[src/design/dfr_pkg.sv]
// Package for the biosignal frame deframer.
// Holds the byte and control types and the frame layout constants.
// No dependencies.
`default_nettype none

package dfr_pkg;

  localparam logic [7:0] HDR_BYTE = 8'hA0;
  localparam int unsigned POS_W = 6;
  localparam logic [POS_W-1:0] POS_ONE = 6'd1;
  localparam logic [POS_W-1:0] POS_LAST_DATA = 6'd32;
  localparam logic [POS_W-1:0] POS_END = 6'd33;
  localparam logic [POS_W-1:0] POS_SAT = 6'd34;
  localparam int unsigned NUM_CELLS = 31;
  localparam int unsigned NUM_CH = 8;
  localparam int unsigned NUM_AUX = 6;

  typedef logic [7:0] byte_t;
  typedef logic [23:0] chan_t;
  typedef logic [POS_W-1:0] pos_t;

  typedef struct packed {
    logic shift;
    logic clear;
    logic emit;
    pos_t frame_pos;
  } ctl_t;

  typedef struct packed {
    byte_t sample_order;
    chan_t [NUM_CH-1:0] channel;
    logic [8*NUM_AUX-1:0] aux_flags;
  } result_t;

endpackage

`default_nettype wire

[src/design/dfr_if.sv]
// Handshake interfaces for the deframer's input and result channels.
// Depends on dfr_pkg for the payload types.
`default_nettype none

interface dfr_in_if;
  import dfr_pkg::*;
  logic valid;
  logic ready;
  byte_t data_byte;
  modport source (output valid, output data_byte, input ready);
  modport sink (input valid, input data_byte, output ready);
endinterface

interface dfr_out_if;
  import dfr_pkg::*;
  logic valid;
  logic ready;
  byte_t sample_order;
  chan_t channel_0;
  chan_t channel_1;
  chan_t channel_2;
  chan_t channel_3;
  chan_t channel_4;
  chan_t channel_5;
  chan_t channel_6;
  chan_t channel_7;
  logic [47:0] aux_flags;
  modport source (output valid, output sample_order, output channel_0, output channel_1,
                  output channel_2, output channel_3, output channel_4, output channel_5,
                  output channel_6, output channel_7, output aux_flags, input ready);
  modport sink (input valid, input sample_order, input channel_0, input channel_1,
                input channel_2, input channel_3, input channel_4, input channel_5,
                input channel_6, input channel_7, input aux_flags, output ready);
endinterface

`default_nettype wire

[src/design/biosignal_frame_deframer_top.sv]
// A frame's result is registered and shows valid in the cycle after its completing word is accepted.
// Throughput: one word per cycle; in_bus.ready drops only while a result waits
// and the result side is not ready.
// The frame bytes travel down a chain of 31 byte cells that shifts on each data word.
// Reset (rst_n, synchronous, active low) sets the position to "waiting for header" and
// empties the result register; the byte cells are not reset.
`default_nettype none

module biosignal_frame_deframer_top (
  input  wire logic clk,
  input  wire logic rst_n,
  dfr_in_if.sink    in_bus,
  dfr_out_if.source out_bus
);
  import dfr_pkg::*;

  ctl_t ctl;
  logic accept;
  byte_t cell_q [NUM_CELLS];
  logic out_valid_r;
  logic out_valid_nxt;
  result_t res_r;
  result_t res_nxt;

  assign in_bus.ready = !out_valid_r || out_bus.ready;
  assign accept = in_bus.valid && in_bus.ready;

  dfr_ctrl u_ctrl (
    .clk       (clk),
    .rst_n     (rst_n),
    .accept    (accept),
    .data_byte (in_bus.data_byte),
    .ctl       (ctl)
  );

  for (genvar i = 0; i < NUM_CELLS; i++) begin : g_cell
    if (i == 0) begin : g_head
      dfr_cell u_cell (.clk(clk), .ctl(ctl), .d_in(in_bus.data_byte), .q(cell_q[i]));
    end else begin : g_body
      dfr_cell u_cell (.clk(clk), .ctl(ctl), .d_in(cell_q[i-1]), .q(cell_q[i]));
    end
  end

  // Frame byte k sits in cell 32 - k once byte 32 has entered.
  always_comb begin
    res_nxt = res_r;
    if (ctl.emit) begin
      res_nxt.sample_order = cell_q[30];
      for (int j = 0; j < NUM_CH; j++) begin
        res_nxt.channel[j] = {cell_q[29-3*j], cell_q[28-3*j], cell_q[27-3*j]};
      end
      for (int a = 0; a < NUM_AUX; a++) begin
        res_nxt.aux_flags[8*a +: 8] = cell_q[5-a];
      end
    end
  end

  always_comb begin
    priority if (ctl.emit) begin
      out_valid_nxt = 1'b1;
    end else if (out_bus.ready) begin
      out_valid_nxt = 1'b0;
    end else begin
      out_valid_nxt = out_valid_r;
    end
  end

  always_ff @(posedge clk) begin
    if (!rst_n) begin
      out_valid_r <= 1'b0;
    end else begin
      out_valid_r <= out_valid_nxt;
    end
  end

  always_ff @(posedge clk) begin
    res_r <= res_nxt;
  end

  assign out_bus.valid = out_valid_r;
  assign out_bus.sample_order = res_r.sample_order;
  assign out_bus.channel_0 = res_r.channel[0];
  assign out_bus.channel_1 = res_r.channel[1];
  assign out_bus.channel_2 = res_r.channel[2];
  assign out_bus.channel_3 = res_r.channel[3];
  assign out_bus.channel_4 = res_r.channel[4];
  assign out_bus.channel_5 = res_r.channel[5];
  assign out_bus.channel_6 = res_r.channel[6];
  assign out_bus.channel_7 = res_r.channel[7];
  assign out_bus.aux_flags = res_r.aux_flags;

  a_emit_shows: assert property (@(posedge clk) disable iff (!rst_n)
    ctl.emit |=> out_bus.valid)
    else $error("Completed frame did not reach the result register.");

  a_header_restarts: assert property (@(posedge clk) disable iff (!rst_n)
    ctl.clear |=> (ctl.frame_pos == POS_ONE))
    else $error("Header did not restart the frame position.");

  a_pos_range: assert property (@(posedge clk) disable iff (!rst_n)
    (ctl.frame_pos >= POS_ONE) && (ctl.frame_pos <= POS_SAT))
    else $error("Frame position left its range.");

  a_one_action: assert property (@(posedge clk) disable iff (!rst_n)
    $onehot0({ctl.shift, ctl.clear, ctl.emit}))
    else $error("More than one cell action at once.");

endmodule

`default_nettype wire

[src/design/dfr_cell.sv]
// One byte cell of the deframer's shift chain.
// Depends on dfr_pkg for the byte and control types.
`default_nettype none

module dfr_cell (
  input  wire logic         clk,
  input  wire dfr_pkg::ctl_t ctl,
  input  wire dfr_pkg::byte_t d_in,
  output dfr_pkg::byte_t    q
);
  import dfr_pkg::*;

  byte_t val_r;
  byte_t val_nxt;

  always_comb begin
    priority if (ctl.clear) begin
      val_nxt = '0;
    end else if (ctl.shift) begin
      val_nxt = d_in;
    end else begin
      val_nxt = val_r;
    end
  end

  always_ff @(posedge clk) begin
    val_r <= val_nxt;
  end

  assign q = val_r;

endmodule

`default_nettype wire

[src/design/dfr_ctrl.sv]
// Frame position counter and header detection for the deframer.
// Depends on dfr_pkg for constants and the control struct.
`default_nettype none

module dfr_ctrl (
  input  wire logic           clk,
  input  wire logic           rst_n,
  input  wire logic           accept,
  input  wire dfr_pkg::byte_t data_byte,
  output dfr_pkg::ctl_t       ctl
);
  import dfr_pkg::*;

  pos_t pos_r;
  pos_t pos_nxt;
  logic is_header;

  assign is_header = (pos_r >= POS_END) && (data_byte == HDR_BYTE);

  always_comb begin
    pos_nxt = pos_r;
    if (accept) begin
      priority if (is_header) begin
        pos_nxt = POS_ONE;
      end else if (pos_r >= POS_SAT) begin
        pos_nxt = POS_SAT;
      end else begin
        pos_nxt = pos_r + POS_ONE;
      end
    end
  end

  always_ff @(posedge clk) begin
    if (!rst_n) begin
      pos_r <= POS_END;
    end else begin
      pos_r <= pos_nxt;
    end
  end

  // Bytes two through thirty-two of a frame enter the chain; the next one completes it.
  always_comb begin
    ctl.clear = accept && is_header;
    ctl.shift = accept && !is_header && (pos_r < POS_LAST_DATA);
    ctl.emit = accept && !is_header && (pos_r == POS_LAST_DATA);
    ctl.frame_pos = pos_r;
  end

endmodule

`default_nettype wire

[src/flat_wrapper.sv]
// flat-port wrapper written by rule: the top's interface ports become plain ports
module biosignal_frame_deframer_top_flat import dfr_pkg::*;
  (clk, rst_n, in_bus_valid, in_bus_data_byte, in_bus_ready, out_bus_valid, out_bus_sample_order, out_bus_channel_0, out_bus_channel_1, out_bus_channel_2, out_bus_channel_3, out_bus_channel_4, out_bus_channel_5, out_bus_channel_6, out_bus_channel_7, out_bus_aux_flags, out_bus_ready);
  dfr_in_if in_bus_i ();
  dfr_out_if out_bus_i ();
  input  wire logic clk;
  input  wire logic rst_n;
  input wire logic [$bits(in_bus_i.valid)-1:0] in_bus_valid;
  input wire logic [$bits(in_bus_i.data_byte)-1:0] in_bus_data_byte;
  output wire logic [$bits(in_bus_i.ready)-1:0] in_bus_ready;
  output wire logic [$bits(out_bus_i.valid)-1:0] out_bus_valid;
  output wire logic [$bits(out_bus_i.sample_order)-1:0] out_bus_sample_order;
  output wire logic [$bits(out_bus_i.channel_0)-1:0] out_bus_channel_0;
  output wire logic [$bits(out_bus_i.channel_1)-1:0] out_bus_channel_1;
  output wire logic [$bits(out_bus_i.channel_2)-1:0] out_bus_channel_2;
  output wire logic [$bits(out_bus_i.channel_3)-1:0] out_bus_channel_3;
  output wire logic [$bits(out_bus_i.channel_4)-1:0] out_bus_channel_4;
  output wire logic [$bits(out_bus_i.channel_5)-1:0] out_bus_channel_5;
  output wire logic [$bits(out_bus_i.channel_6)-1:0] out_bus_channel_6;
  output wire logic [$bits(out_bus_i.channel_7)-1:0] out_bus_channel_7;
  output wire logic [$bits(out_bus_i.aux_flags)-1:0] out_bus_aux_flags;
  input wire logic [$bits(out_bus_i.ready)-1:0] out_bus_ready;
  assign in_bus_i.valid = in_bus_valid;
  assign in_bus_i.data_byte = in_bus_data_byte;
  assign in_bus_ready = in_bus_i.ready;
  assign out_bus_valid = out_bus_i.valid;
  assign out_bus_sample_order = out_bus_i.sample_order;
  assign out_bus_channel_0 = out_bus_i.channel_0;
  assign out_bus_channel_1 = out_bus_i.channel_1;
  assign out_bus_channel_2 = out_bus_i.channel_2;
  assign out_bus_channel_3 = out_bus_i.channel_3;
  assign out_bus_channel_4 = out_bus_i.channel_4;
  assign out_bus_channel_5 = out_bus_i.channel_5;
  assign out_bus_channel_6 = out_bus_i.channel_6;
  assign out_bus_channel_7 = out_bus_i.channel_7;
  assign out_bus_aux_flags = out_bus_i.aux_flags;
  assign out_bus_i.ready = out_bus_ready;
  biosignal_frame_deframer_top u_core (.clk(clk), .rst_n(rst_n), .in_bus(in_bus_i), .out_bus(out_bus_i));
endmodule
[config.mk]
export PLATFORM = sky130hd
export DESIGN_NAME = biosignal_frame_deframer_top_flat
export DESIGN_NICKNAME = d
export VERILOG_FILES = /design/src/design/dfr_pkg.sv /design/src/design/dfr_if.sv /design/src/design/biosignal_frame_deframer_top.sv /design/src/design/dfr_cell.sv /design/src/design/dfr_ctrl.sv /design/src/flat_wrapper.sv
export SDC_FILE = /design/constraint.sdc
export NUM_CORES = 1
export LEC_CHECK = 0
export BUFFER_PORTS_ARGS = -buffer_cell sky130_fd_sc_hd__buf_2
export CAP_MARGIN = 15
export CORE_ASPECT_RATIO = 0.9
export CORE_MARGIN = 4
export CORE_UTILIZATION = 50
export CTS_BUF_LIST = sky130_fd_sc_hd__clkbuf_16
export DETAILED_ROUTE_END_ITERATION = 12
export PLACE_DENSITY = 0.8
export RECOVER_POWER = 50
export REMOVE_ABC_BUFFERS = 1
export SYNTH_ARGS = -nofsm -noshare
export SYNTH_HDL_FRONTEND = slang
export SYNTH_SLANG_ARGS = --single-unit
[constraint.sdc]
create_clock -name clk -period 51.8 [get_ports clk]
set_clock_uncertainty 0.15 [all_clocks]
set_input_delay 10.36 -clock clk [delete_from_list [all_inputs] [get_ports clk]]
set_output_delay 10.36 -clock clk [all_outputs]
set_load 0.01 [all_outputs]
=== Word level (Yosys, flattened, before mapping) ===
Index checks and enable logic that the tools add are counted.
W data, S select, Z words.

* Register bits: 503
* Bits of input ports: 12
* Output and inout port bits: 250

* Add/sub/neg operators: 1
* Muxes and demuxes: 4
* Reduce and logical (&&, ||, !) cells: 10
* Equality and inequality tests: 2
* Magnitude comparators: 3

{| class="wikitable"
|+ Operator list
! operator !! count
|-
| $ge A6 B6 Y1 const B || 2
|-
| $mux W6 || 2
|-
| $eq A8 B8 Y1 const B || 1
|-
| $add A6 B1 Y6 const B || 1
|-
| $eq A6 B6 Y1 const B || 1
|-
| $logic_and A1 B1 Y1 || 6
|-
| $lt A6 B6 Y1 const B || 1
|-
| $logic_not A1 Y1 || 2
|-
| $mux W1 || 2
|-
| $reduce_bool A2 Y1 || 1
|-
| $logic_or A1 B1 Y1 || 1
|}

=== Longest topological paths before layout ===
Gate-level depths: netlist (run 1).

* Word-level depth: 6
* Mapped depth: 9
* Mapped depth without buffers: 7

=== Hierarchy ===
From an unflattened synthesis (run 1), not the netlist that was laid out.

* Cells, all modules: 1,108
* Area total of the unflattened synthesis: 16,777.3 um^2

{| class="wikitable"
|+ By module, submodules not included
! module !! area each (um^2) !! instances !! cells each
|-
| dfr_cell || 285.3 || 31 || 26
|-
| biosignal_frame_deframer_top || 7,504.7 || 1 || 253
|-
| dfr_ctrl || 429.2 || 1 || 49
|}

=== Least setup slack after synthesis (run 1) ===
Ideal clock, no wire load.

* Path kind: input port to flip-flop
* Start: input out_bus_ready
* End: register u_core.res_r (netlist bit u_core.out_bus.aux_flags[0]), enable pin
* Setup time: 2.179 ns
* Stages on the path: 3
* Data required time: 49.471 ns
* Setup slack: 0.290 ns
* Buffers on the path: 0
* Arrival: 49.182 ns
* Cell sequence: nand2b_1 > nand2_1 > a2111oi_0

{| class="wikitable"
|+ RTL lines
! element !! line !! text
|-
| start, declared || flat_wrapper.sv:22 || <nowiki>input wire logic [$bits(out_bus_i.ready)-1:0] out_bus_ready;</nowiki>
|-
| end signal, assigned || biosignal_frame_deframer_top.sv:77 || <nowiki>res_r <= res_nxt;</nowiki>
|-
| end, declared || biosignal_frame_deframer_top.sv:22 || <nowiki>result_t res_r;</nowiki>
|}

=== Worst setup path after layout (run 1) ===
* Start: input out_bus_ready
* End: output in_bus_ready

* Cells in the longest elaborated chain, start to end: 1

{| class="wikitable"
|+ Ends and longest elaborated chain
! element !! line !! text
|-
| $logic_or A1 B1 Y1 || biosignal_frame_deframer_top.sv:25 || <nowiki>assign in_bus.ready = !out_valid_r || out_bus.ready;</nowiki>
|-
| end, declared || flat_wrapper.sv:10 || <nowiki>output wire logic [$bits(in_bus_i.ready)-1:0] in_bus_ready;</nowiki>
|}

Every way passes these cells.

==> results_dict.tcl, run 1 <==
set metrics [dict create \
    yosysTopAreaCell "edfxtp_1" \
    min_from "u_core.g_cell[30].g_body.u_cell.q[2]$_SDFFE_PP0P_" \
    p_leak_nw 6.466 \
    first_pass_iters 5 \
    synthMuxAreaShare_pct 0 \
    required_ps 41290 \
    hold_buffers 0 \
    period_share_pct 41.23 \
    synth_warnings 0 \
    port_buffers 261 \
    ioPinCount 262 \
    avgViaCountPerCell 5.103 \
    ys_seq_area_share_pct 76.67 \
    synth_cell_types 30 \
    syn-cell-area_um2 16370 \
    post_cts.repair.setup_buffers 0 \
    crit-reg2reg-launch "u_core.u_ctrl.pos_r[5]$_SDFFE_PN1N_" \
    overflow 0 \
    crit_slowest_cell "nand2b_1" \
    first_global_vias 10260 \
    n_antenna_cell 0 \
    rows 62 \
    die_width_um 198.7 \
    path_clk_slew_ps 60 \
    setup_viol 0 \
    start_util_pct 50.97 \
    cts.sinks 503 \
    synthAdderAreaFrac_pct 0.2293 \
    ys_ff_latch 503 \
    synth_common_cells "nand2_1 (499), dfxtp_1 (255), a21oi_1 (251)" \
    cp_cell_sequence "buf_2 > nand2b_1 > buf_2" \
    endpoint_kind "output port" \
    synth_compound_area_share_pct 8.163 \
    timing.fmax_mhz 46.83 \
    drcViolationCount 0 \
    routedWlPerCell_um 15.79 \
    cpPeakStageDelay_ps 210 \
    ys.flop_type "dfxtp_1" \
    tns_ps 0 \
    core_area_um2 32120 \
    tightest_slew_ps 1547 \
    grt_setup_unrepaired "no" \
    drv_slew 66 \
    nFillCells 2646 \
    postSynth.asyncResetShare_pct 0 \
    root_buffer "clkbuf_16" \
    finalWirelength_um 32690 \
    synth-simple-area-share_pct 12.39 \
    arrival_ps 10850 \
    cts_tree "yes" \
    synth_top_family_by_area "simple AND/OR/NAND/NOR gates" \
    clk_path_buf_depth 3 \
    place_inst 1982 \
    synth.area.top_cells "edfxtp_1 (45%), dfxtp_1 (31%), nand2_1 (11%), a21oi_1 (7.7%), clkbuf_1 (1.2%)" \
    synth_top_area_share_pct 45.49 \
    cp-start-kind "primary input" \
    cts_buffers 47 \
    die_height_um 179.7 \
    powerDensity_nw_per_um2 41.05 \
    syn-instance-count 1375 \
    dp_hpwl_um 19540 \
    synthToLayoutAreaGrowth_pct 16.66 \
    drive_above_1_share_pct 5.562 \
    status "finished, violations left" \
    instances_no_fill 2070 \
    vdd_drop_max_mv 0.02771 \
    crit_path_start "out_bus_ready" \
    antenna_found_initial 0 \
    htree_levels 2 \
    violations "slew limit" \
    worstSetupPathType "primary input to output port" \
    yosysMostFrequentCell "nand2_1" \
    finalCriticalPeriod_ps 21360 \
    synth_xor_area_share_pct 0 \
    routabilityCongestion 0.7545 \
    grt_start_max_net_pins 249 \
    power.total_uw 784.0 \
    slew-limit-headroom_pct -3.136 \
    finalHoldViolCount 0 \
    hp-class "register to register" \
    postCtsResizedCells 0 \
    grt_pass1_wl_um 52640 \
    vias 10560 \
    synth_edf_count 248 \
    avgSynthCellArea_um2 11.91 \
    clkLatencyLatePin_ps 560 \
    die-area_um2 35700 \
    path_max_fanout 4 \
    grt_util_all_layers_pct 17.92 \
    drt_iter0_markers 839 \
    cp_common_cell "buf_2" \
    drtAntennaViolNets 0 \
    maxCapViolations 0 \
    nets 1630 \
]
==> registers in the layout, summed over array words and instances (netlist names) <==
register / count
u_core.g_cell.g_body.u_cell.q: 240
u_core.out_bus.aux_flags: 48
u_core.out_bus.channel_0: 24
u_core.out_bus.channel_1: 24
u_core.out_bus.channel_2: 24
u_core.out_bus.channel_3: 24
u_core.out_bus.channel_4: 24
u_core.out_bus.channel_5: 24
u_core.out_bus.channel_6: 24
u_core.out_bus.channel_7: 24
u_core.g_cell.g_head.u_cell.q: 8
u_core.out_bus.sample_order: 8
u_core.u_ctrl.pos_r: 6
u_core.out_bus.valid: 1
==> cell usage in the layout, fill, tap and decap left out, types with 2 or more instances in the layout <==
| cell | Yosys | routed |
|---|---|---|
| nor2_1 | 5 | 4 |
| inv_6 | 0 | 2 |
| edfxtp_1 | 248 | 248 |
| bufinv_16 | 0 | 4 |
| nor2_4 | 1 | 2 |
| clkbuf_16 | 0 | 48 |
| nand2_1 | 499 | 499 |
| clkbuf_1 | 54 | 250 |
| clkinv_1 | 0 | 6 |
| ha_1 | 3 | 3 |
| buf_2 | 3 | 11 |
| dfxtp_1 | 255 | 255 |
| clkinvlp_4 | 0 | 4 |
| a21oi_1 | 251 | 251 |
| nor3_1 | 2 | 2 |
| nand3b_1 | 2 | 2 |
| inv_1 | 5 | 21 |
| nand3_1 | 6 | 5 |
| buf_4 | 24 | 10 |
| clkinv_2 | 0 | 5 |
| o21ai_0 | 2 | 2 |
| clkinv_4 | 0 | 2 |
==> cells by family after synthesis <==
family / Yosys count
compound gates: 261
fa+ha+maj: 3
buf+inv: 86
flops: 503
simple gates: 522
==> layer usage <==
layer	track usage (%)	routed length, um	share of wire [%]
met1	22.65	13220	40
met2	29.42	15520	47
met3	6.458	3299	10
met4	4.869	650	2.0
met5	0	0	0
==> worst max-delay path, delay by kind of cell <==
family,cells,cell delay (ps)
buf+inv,2,280
simple gates,1,210
==> layout make-up <==
class	instances	area, um^2	share of cell area [%]
Inverter	5	18.77	0.09827
Multi-Input combinational cell	786	3408	17.85
Clock buffer	48	1201	6.289
Clock inverter	40	309.0	1.618
Timing Repair Buffer	272	1089	5.700
Sequential cell	503	12550	65.72
Tap cell	416	520.5	2.725
==> power by group <==
| part | internal (mW) | switching (mW) | leakage (nW) |
|---|---|---|---|
| Clock | 0.189 | 0.141 | 0.787 |
| Combinational | 0.00550 | 0.0163 | 1.29 |
| Sequential | 0.428 | 0.00423 | 4.39 |
==> per-stage QoR <==
stage | worst slack (ps) | area, um^2 | util (%) | hold WS (ps)
final | 30440 | 19100 | 59.47 | 261.6
after global routing | 30410 | 19100 | 59.47 | 280.9
after CTS | 30440 | 19430 | 60.50 | 269.9
after detailed placement | 30440 | 17920 | 55.80 | 265.0
after global placement | 30450 | 17920 | 55.80 | 264.1
after floorplan | 289.6 | 15970 | - | 258.1
==> path summary, 6_finish.rpt <==
check | to | slack, ps | depth (start not counted)
setup reg to reg | u_core.g_cell[27].g_body.u_cell.q[1]$_SDFFE_PP0P_ | 47730 | 7
hold / removal | u_core.out_bus.sample_order[2]$_DFFE_PP_ | 260 | 0
setup / recovery | in_bus_ready | 30440 | 3
hold reg to reg | u_core.out_bus.sample_order[2]$_DFFE_PP_ | 260 | 0
Power figures use the tool's default switching activity.
==> run 2, diff against run 1 <==
--- a/config.mk
+++ b/config.mk
@@ -12,7 +12,7 @@
 export CORE_UTILIZATION = 50
 export CTS_BUF_LIST = sky130_fd_sc_hd__clkbuf_16
 export DETAILED_ROUTE_END_ITERATION = 12
-export PLACE_DENSITY = 0.8
+export PLACE_DENSITY = 0.77
 export RECOVER_POWER = 50
 export REMOVE_ABC_BUFFERS = 1
 export SYNTH_ARGS = -nofsm -noshare
==> constraint.sdc (replaced) <==
create_clock -name clk -period 20.9 [get_ports clk]
set_clock_uncertainty 0.15 [all_clocks]
set_input_delay 4.18 -clock clk [delete_from_list [all_inputs] [get_ports clk]]
set_output_delay 4.18 -clock clk [all_outputs]
set_load 0.01 [all_outputs]
==> run 2 against run 1 <==
  * The run now ends clean
  * Clock-buffer cell count shrank 1
  * Flip-flop and latch count unchanged
  * Non-clock buffer count shrank 1
==> results_dict.tcl, run 2 (synthesized netlist as in run 1, its figures left out) <==
set metrics [dict create \
    die-area_um2 35700 \
    path_max_fanout 4 \
    rr_worst_depth 6 \
    endpoint_kind "output port" \
    vdd_drop_max_mv 0.09197 \
    cts.sinks 503 \
    cpPeakStageDelay_ps 200 \
    crit_slowest_cell "nand2b_1" \
    postCtsResizedCells 0 \
    period_share_pct 43.01 \
    largest_register_ffs 240 \
    finalWirelength_um 32410 \
    nets 1629 \
    cts_buffers 47 \
    die_width_um 198.7 \
    worstSetupPathType "primary input to output port" \
    post_cts.repair.setup_buffers 0 \
    antenna_found_initial 0 \
    cp_cell_sequence "buf_2 > nand2b_1 > buf_2" \
    layout_commonest_cell "nand2_1" \
    core_area_um2 32120 \
    start_util_pct 50.97 \
    maxCapViolations 0 \
    synthToLayoutAreaGrowth_pct 16.30 \
    port_buffers 261 \
    regToRegSetupSlack_ps 17250 \
    drive_above_1_share_pct 5.451 \
    cp-start-kind "primary input" \
    crit-reg2reg-launch "u_core.u_ctrl.pos_r[0]$_SDFFE_PN1N_" \
    clkLatencyLatePin_ps 540 \
    required_ps 16570 \
    routabilityCongestion 0.7270 \
    path_clk_slew_ps 60 \
    p_leak_nw 6.431 \
    drt_iter0_markers 852 \
    multi_input_area_um2 3408 \
    timing.hold.ws_ps 279.4 \
    drv_slew 0 \
    timing.rr.end "u_core.out_bus.channel_6[16]$_DFFE_PP_" \
    dp_hpwl_um 19310 \
    min_from "u_core.g_cell[30].g_body.u_cell.q[7]$_SDFFE_PP0P_" \
    root_buffer "clkbuf_16" \
    timing.fmax_mhz 111.3 \
    first_pass_iters 6 \
    drtAntennaViolNets 0 \
    first_global_vias 10090 \
    setup_viol 0 \
    crit_path_start "out_bus_ready" \
    final-seq-area_um2 12550 \
    hp-class "register to register" \
    ioPinCount 262 \
    grt_util_all_layers_pct 17.64 \
    final_util_pct 59.28 \
    mostFrequentLayoutCells "nand2_1 (499), dfxtp_1 (255), a21oi_1 (251)" \
    hold_buffers 0 \
    routedWlPerCell_um 15.68 \
    arrival_ps 4660 \
    grt_start_max_net_pins 212 \
    cts_tree "yes" \
    vias 10440 \
    grt_pass1_wl_um 52110 \
    overflow 0 \
    status "finished clean" \
    holdPathStages 0 \
    finalCriticalPeriod_ps 8988 \
    tightest_slew_ps 1180 \
    finalHoldViolCount 0 \
    whs_endpoint "u_core.out_bus.sample_order[7]$_DFFE_PP_" \
    cp_common_cell "buf_2" \
    clk_path_buf_depth 3 \
    drcViolationCount 0 \
    tns_ps 0 \
    grt_setup_unrepaired "no" \
    die_height_um 179.7 \
    slew-limit-headroom_pct 21.33 \
    powerDensity_nw_per_um2 101.1 \
    rows 62 \
    n_antenna_cell 0 \
    avgViaCountPerCell 5.049 \
    htree_levels 2 \
    nFillCells 2744 \
]
## run 2: cell types whose count changed in the layout (fill, tap and decap cells not counted), sizes merged
cell	change
inv	-5
clkinv	+7
buf	-1
clkbuf	-1
clkinvlp	-3
## run 2: cell type report
cell class / instances / area share (%)
Clock inverter: 39 / 1.485
Inverter: 5 / 0.09857
Sequential cell: 503 / 65.93
Multi-Input combinational cell: 786 / 17.90
Clock buffer: 47 / 6.177
Tap cell: 416 / 2.734
Timing Repair Buffer: 271 / 5.678
## run 2: worst max path at each step
stage	cells past startpoint	slack, ps	end
6_report	3	11910	in_bus_ready
3_5_place_dp	3	11910	in_bus_ready
4_1_cts	3	11910	in_bus_ready
3_3_place_gp	3	11910	in_bus_ready
2_1_floorplan	3	-24430	u_core.out_bus.aux_flags[0]$_DFFE_PP_
5_1_grt	3	11880	in_bus_ready
## run 2: power breakdown
group          leakage (nW)  internal [mW]  switching, mW
clock network         0.762          0.459          0.342
registers              4.39           1.06         0.0105
logic                  1.28         0.0136         0.0401
total                  6.43           1.53          0.393
## run 2: metrics by stage
stage	instance area, um^2	worst slack (ps)	instances	power, mW
4_1_cts	19370	11910	2067	1.952
6_report	19040	11910	2067	1.926
2_1_floorplan	15970	-24430	1294	1.162
3_5_place_dp	17910	11910	1981	1.152
5_1_grt	19040	11880	2067	2.000
3_3_place_gp	17910	11910	1981	1.150
## run 2: critical path: cells and delay by family
kind                   cells  cell delay (ps)
and+or+nand+nor            1              200
buffers and inverters      2              270
## run 2: metal layers
layer | track usage, % | part of all wire (%) | vias to the layer above
met4 | 4.458 | 1.9 | 0
met2 | 28.49 | 47 | 327
met1 | 22.90 | 41 | 4919
met5 | 0 | 0 | -
met3 | 6.308 | 9.6 | 45
li1 | - | - | 5145
